--- src/hw/rtl/triangle_affine_transform_unit_assert.svh ---
// ----------------------------------------------------------------------------
// Assertion macros for the triangle affine transform unit
// Concurrent checks that compile away when ASSERT_OFF is defined.
// ----------------------------------------------------------------------------
`ifndef TRIANGLE_AFFINE_TRANSFORM_UNIT_ASSERT_SVH
`define TRIANGLE_AFFINE_TRANSFORM_UNIT_ASSERT_SVH

`ifndef ASSERT_OFF
`define ASSERT_RST(label, clk, rst_n, prop, msg) \
  label: assert property (@(posedge clk) disable iff (!rst_n) prop) else $error(msg);
`define ASSERT_ALWAYS(label, clk, prop, msg) \
  label: assert property (@(posedge clk) prop) else $error(msg);
`else
`define ASSERT_RST(label, clk, rst_n, prop, msg)
`define ASSERT_ALWAYS(label, clk, prop, msg)
`endif

`endif

--- src/hw/rtl/tatu_pkg.sv ---
// ----------------------------------------------------------------------------
// tatu_pkg
// Types, operation codes and saturation helper for the triangle transform.
// ----------------------------------------------------------------------------
package tatu_pkg;

  localparam int unsigned NUM_VERTICES = 3;
  localparam int unsigned ROT_SHIFT    = 14;
  localparam int unsigned SCALE_SHIFT  = 8;
  localparam int unsigned H_SHIFT      = 30;

  localparam logic signed [63:0] COORD_MAX = 64'sh0000_0000_7FFF_FFFF;
  localparam logic signed [63:0] COORD_MIN = 64'shFFFF_FFFF_8000_0000;
  localparam logic signed [63:0] ROT_HALF   = 64'sd8192;
  localparam logic signed [63:0] SCALE_HALF = 64'sd128;

  localparam logic [45:0] SQRT3_HALF_Q30 = 46'd929887697;

  typedef enum logic [2:0] {
    OP_LOAD      = 3'd0,
    OP_TRANSLATE = 3'd1,
    OP_ROTATE    = 3'd2,
    OP_REFLECT_X = 3'd3,
    OP_REFLECT_Y = 3'd4,
    OP_SCALE     = 3'd5
  } op_e;

  typedef logic signed [31:0] coord_t;

  typedef struct packed {
    coord_t x;
    coord_t y;
  } vertex_t;

  typedef struct packed {
    op_e                operation;
    coord_t             shift_x;
    coord_t             shift_y;
    logic signed [15:0] cos_term;
    logic signed [15:0] sin_term;
    logic signed [15:0] scale_x;
    logic signed [15:0] scale_y;
    logic signed [15:0] base_x;
    logic signed [15:0] base_y;
    logic [15:0]        side_length;
  } cmd_t;

  typedef struct packed {
    coord_t value;
    logic   clipped;
  } sat_t;

  typedef struct packed {
    vertex_t vtx;
    logic    clipped;
  } xform_t;

  function automatic sat_t sat_coord(logic signed [63:0] v);
    sat_t r;
    if (v > COORD_MAX) begin
      r.value   = COORD_MAX[31:0];
      r.clipped = 1'b1;
    end else if (v < COORD_MIN) begin
      r.value   = COORD_MIN[31:0];
      r.clipped = 1'b1;
    end else begin
      r.value   = v[31:0];
      r.clipped = 1'b0;
    end
    return r;
  endfunction

endpackage

--- src/hw/rtl/tatu_load.sv ---
// ----------------------------------------------------------------------------
// tatu_load
// Builds an equilateral triangle from a base point and a side length.
// ----------------------------------------------------------------------------
module tatu_load
  import tatu_pkg::*;
#(
  parameter int unsigned FRACTION_BITS = 8
) (
  input  cmd_t                        cmd_i,
  output vertex_t [NUM_VERTICES-1:0]  vtx_o,
  output logic                        clipped_o
);

  localparam int unsigned HW = 46 + FRACTION_BITS;

  logic signed [63:0] x0_w;
  logic signed [63:0] y0_w;
  logic signed [63:0] len_w;
  logic [45:0]        prod_w;
  logic [HW-1:0]      hsh_w;
  logic [HW-1:0]      hsum_w;
  logic signed [63:0] h_w;
  sat_t               s0x, s0y, s1x, s2x, s2y;

  assign x0_w   = 64'(cmd_i.base_x) <<< FRACTION_BITS;
  assign y0_w   = 64'(cmd_i.base_y) <<< FRACTION_BITS;
  assign len_w  = signed'(64'(cmd_i.side_length)) <<< FRACTION_BITS;
  assign prod_w = 46'(cmd_i.side_length) * SQRT3_HALF_Q30;
  assign hsh_w  = HW'(prod_w) << FRACTION_BITS;
  assign hsum_w = hsh_w + (HW'(1) << (H_SHIFT - 1));
  assign h_w    = signed'(64'(hsum_w >> H_SHIFT));

  assign s0x = sat_coord(x0_w);
  assign s0y = sat_coord(y0_w);
  assign s1x = sat_coord(x0_w + len_w);
  assign s2x = sat_coord(x0_w + (len_w >>> 1));
  assign s2y = sat_coord(y0_w + h_w);

  assign vtx_o[0] = '{x: s0x.value, y: s0y.value};
  assign vtx_o[1] = '{x: s1x.value, y: s0y.value};
  assign vtx_o[2] = '{x: s2x.value, y: s2y.value};

  assign clipped_o = s0x.clipped | s0y.clipped | s1x.clipped | s2x.clipped | s2y.clipped;

endmodule

--- config.mk ---
export PLATFORM = sky130hd
export DESIGN_NAME = tatu_load
export DESIGN_NICKNAME = d
export VERILOG_FILES = /design/src/hw/rtl/triangle_affine_transform_unit_assert.svh /design/src/hw/rtl/tatu_pkg.sv /design/src/hw/rtl/tatu_load.sv
export SDC_FILE = /design/constraint.sdc
export NUM_CORES = 1
export LEC_CHECK = 0
export ABC_AREA = 1
export BUFFER_PORTS_ARGS = -buffer_cell sky130_fd_sc_hd__buf_2
export CORE_MARGIN = 2
export CORE_UTILIZATION = 45
export DETAILED_ROUTE_END_ITERATION = 12
export PLACE_DENSITY_LB_ADDON = 0.1
export SYNTH_ARGS = -nofsm -noshare
export SYNTH_HDL_FRONTEND = slang
export SYNTH_SLANG_ARGS = --single-unit
--- constraint.sdc ---
create_clock -name vclk -period 27.1
set_clock_uncertainty 0.1 [all_clocks]
set_input_delay 2.71 -clock vclk [all_inputs]
set_output_delay 2.71 -clock vclk [all_outputs]
set_load 0.02 [all_outputs]
== Yosys cells after proc, flatten, opt, wreduce, memory -nomap -nowiden ==
Index checks and enable logic that the tools add are counted.

* Flip-flop bits (word level): 0
* Output and inout port bits: 193
* Logic and storage cells: 29

* Add/sub/neg operators: 4
* $mul: 1
* Order comparisons: 10
* Muxes and demuxes: 10
* Bitwise gates (word level): 4

{| class="wikitable"
|+ Operators by type and width
! cell !! number
|-
| two-way mux 33 bit || 10
|-
| > comparator 24 x 32 -> 1 bit, second input constant || 2
|-
| > comparator 26 x 32 -> 1 bit, second input constant || 2
|-
| < comparator 24 x 32 -> 1 bit, second input constant || 2
|-
| < comparator 26 x 32 -> 1 bit, second input constant || 2
|-
| adder 54 x 30 -> 54 bit, second input constant || 1
|-
| adder 24 x 25 -> 26 bit || 2
|-
| multiplier 16 x 30 -> 46 bit, second input constant || 1
|-
| > comparator 25 x 32 -> 1 bit, second input constant || 1
|-
| < comparator 25 x 32 -> 1 bit, second input constant || 1
|-
| adder 24 x 24 -> 25 bit || 1
|-
| bitwise OR 1 bit || 4
|}

== Depth between registers and ports, before layout ==
* Word-level depth: 7
* Depth in mapped cells: 41
* Depth with buffers taken out: 41

== Worst setup path before layout ==
Ideal clock, no wire load.

* Path kind: input-to-output
* From: in cmd_i[5] in the netlist's numbering
* To: out vtx_o[150] in the netlist's numbering
* Data arrival time: 9.779 ns
* Required time: 24.290 ns
* Slack: 14.511 ns
* Stages: 37
* Path buffers: 0
* Cells stage by stage: inv_1 ha_1 inv_1 fa_1 inv_1 fa_1 inv_1 fa_1 fa_1 inv_1 fa_1 inv_1 ha_1 nand2_1 nor2_2 nand2_2 nor2_1 nand2_1 nand3_2 nand2_1 nand2_1 nand2_1 nor2_2 nand3_2 xor2_1 ha_1 inv_1 fa_1 nand3b_1 nand2_1 a21boi_0 o21ai_0 a21boi_0 o21ai_0 nand3_1 nand2_1 xor2_1

{| class="wikitable"
|+ RTL lines
! item !! line !! RTL
|-
| start: declaration || tatu_load.sv:10 || <nowiki>input cmd_t cmd_i,</nowiki>
|-
| end: declaration || tatu_load.sv:11 || <nowiki>output vertex_t [NUM_VERTICES-1:0] vtx_o,</nowiki>
|}

==> results.md <==
- Worst Setup End Kind: primary output
- Min cycle time layout: 14.00 ns
- Seq cells: 0
- WL final: 37.9 mm
- CLK BUF: 0
- Rows: 63
- Antenna violations before repair: 0
- RSZ-0062 raised after global routing: no
- Top post-synthesis cells by area: fa_1, ha_1, inv_1, nand2_1, buf_4
- Max Fclk: 0.0715 GHz
- Remaining DRCs: 0
- Rel. slew slack: 0.583
- Critical path startpoint category: input pin
- Die width: 177 um
- Final Net Count: 2572
- Io pins: 372
- GR Util All Layers: 0.249
- Area leader, netlist: fa_1
- Final cell count without fillers: 2380
- Worst Hold Class: input pin to primary output
- Worst Path Class, Setup: input pin to primary output
- Largest net degree at the start of global routing: 24
- Vias per inst: 4.81
- IO buf count: 201
- Crit path max fanout: 9
- # fillers: 3094
- Outcome: finished clean
- Multi-input gate area in the final layout: 10900 sq um
- DR vias: 11400
- Reg area: 0 sq um
- Worst slew pin tran: 0.623 ns
- Most frequent cell after synthesis: inv_1
- Final Hold Viols: 0
- Initial Util: 0.457
- Cts hold-fix bufs: 0
- Critical Path AT: 11.19 ns
- Number of detailed-route iterations in the first pass: 5
- Cell count after synthesis: 1881
- Routed Antenna Nets: 0
- Synth top cells by count: inv_1, nand2_1, fa_1
- ANT cells: 0
- Sum Neg Setup Slack: 0 ns
- First-pass GRT wire length: 60.1 mm
- RePlAce Congestion: 0.966
- WL/cell: 15.9 um
- Layout cells sized above 1: 0.127
- DP HPWL: 34.9 mm
- Seq/Total Area, Yosys: 0
- # placed instances: 2380
- CP max stage cell: fa_1
- Netlist cell types: 39
- Area of the core: 29600 sq um
- Synth warn: 0
- Setup Viol. Count Final: 0
- Maximum Capacitance Violations: 0
- DIE AREA: 31400 sq um
- Drt initial violations: 728
- Synthesized area per cell: 7.18 sq um
- Yosys top cell area share: 0.298
- Worst EP required: 24.29 ns
- Tcrit/Tclk final: 0.516
- Largest stage delay, worst path: 0.57 ns
- Post-CTS Setup Inserts: 0
- Syn-to-layout area delta: 4.87%
- Fin. max-slew vios: 0
- Vias in the first global route: 11300
- DIE HEIGHT: 177 um
- Synth Cell Area: 13500 sq um
- Aggregate global routing overflow: 0
- Resized Gates After CTS: 0
[routing by layer]
metal  vias up  routed length [um]  GRT usage
met2       364               17700      0.432
met4         0                 656     0.0358
li1       5708                   -          -
met3        23                2360     0.0271
met5         -                   0          0
met1      5346               17200      0.340
[per-stage QoR]
step                      instance area, sq um  worst slack (ns)  hold slack (ns)  utilization
after detailed placement                 14200             13.10             5.57        0.479
after floorplan                          13600             14.51             5.43            -
after global routing                     14200             12.39             5.59        0.479
final                                    14200             13.10             5.57        0.479
after global placement                   14200             13.11             5.57        0.479
after CTS                                14200             13.06             5.57        0.479
[cells in the final DEF (no fill, tap or decap), drive strengths merged, types with 3 or more instances in the layout]
cell type	n
a21boi	4
a21o	3
a21oi	67
a31oi	6
buf	201
conb	40
fa	201
ha	200
inv	479
nand2	438
nand3	75
nand4	21
nor2	128
nor3	9
o21ai	25
o21bai	9
xnor2	15
xor2	51
[area by class of cell]
class	instances	area share
inverters	481	0.128
multi-input cells	1308	0.767
well taps	390	0.0345
repair buffers	201	0.0710
[cells by family after synthesis]
group                      count (synthesis)  synth area share
and+or+nand+nor                          679             0.216
buffers and inverters                    612             0.207
adders and majority gates                401             0.483
AOI/OAI and AO/OA                        122            0.0510
xor gates and xnor gates                  66            0.0428
other                                      1          0.000278
[final timing paths]
check                  from         end  slack, ns  cells after the start
setup / recovery   cmd_i[5]  vtx_o[150]      13.10                     39
hold / removal    cmd_i[16]    vtx_o[8]       5.57                      2
[worst max-delay path, delay by kind of cell]
kind            cells  cell delay, ns
fa+ha+maj           9            4.21
simple gates       15            1.83
xor+xnor            2            0.34
compound gates      4            0.97
buf+inv             9            1.10
Power is left out: the tool's default activity adds up to more than one toggle a clock period on the data nets, which glitch-free logic cannot reach.
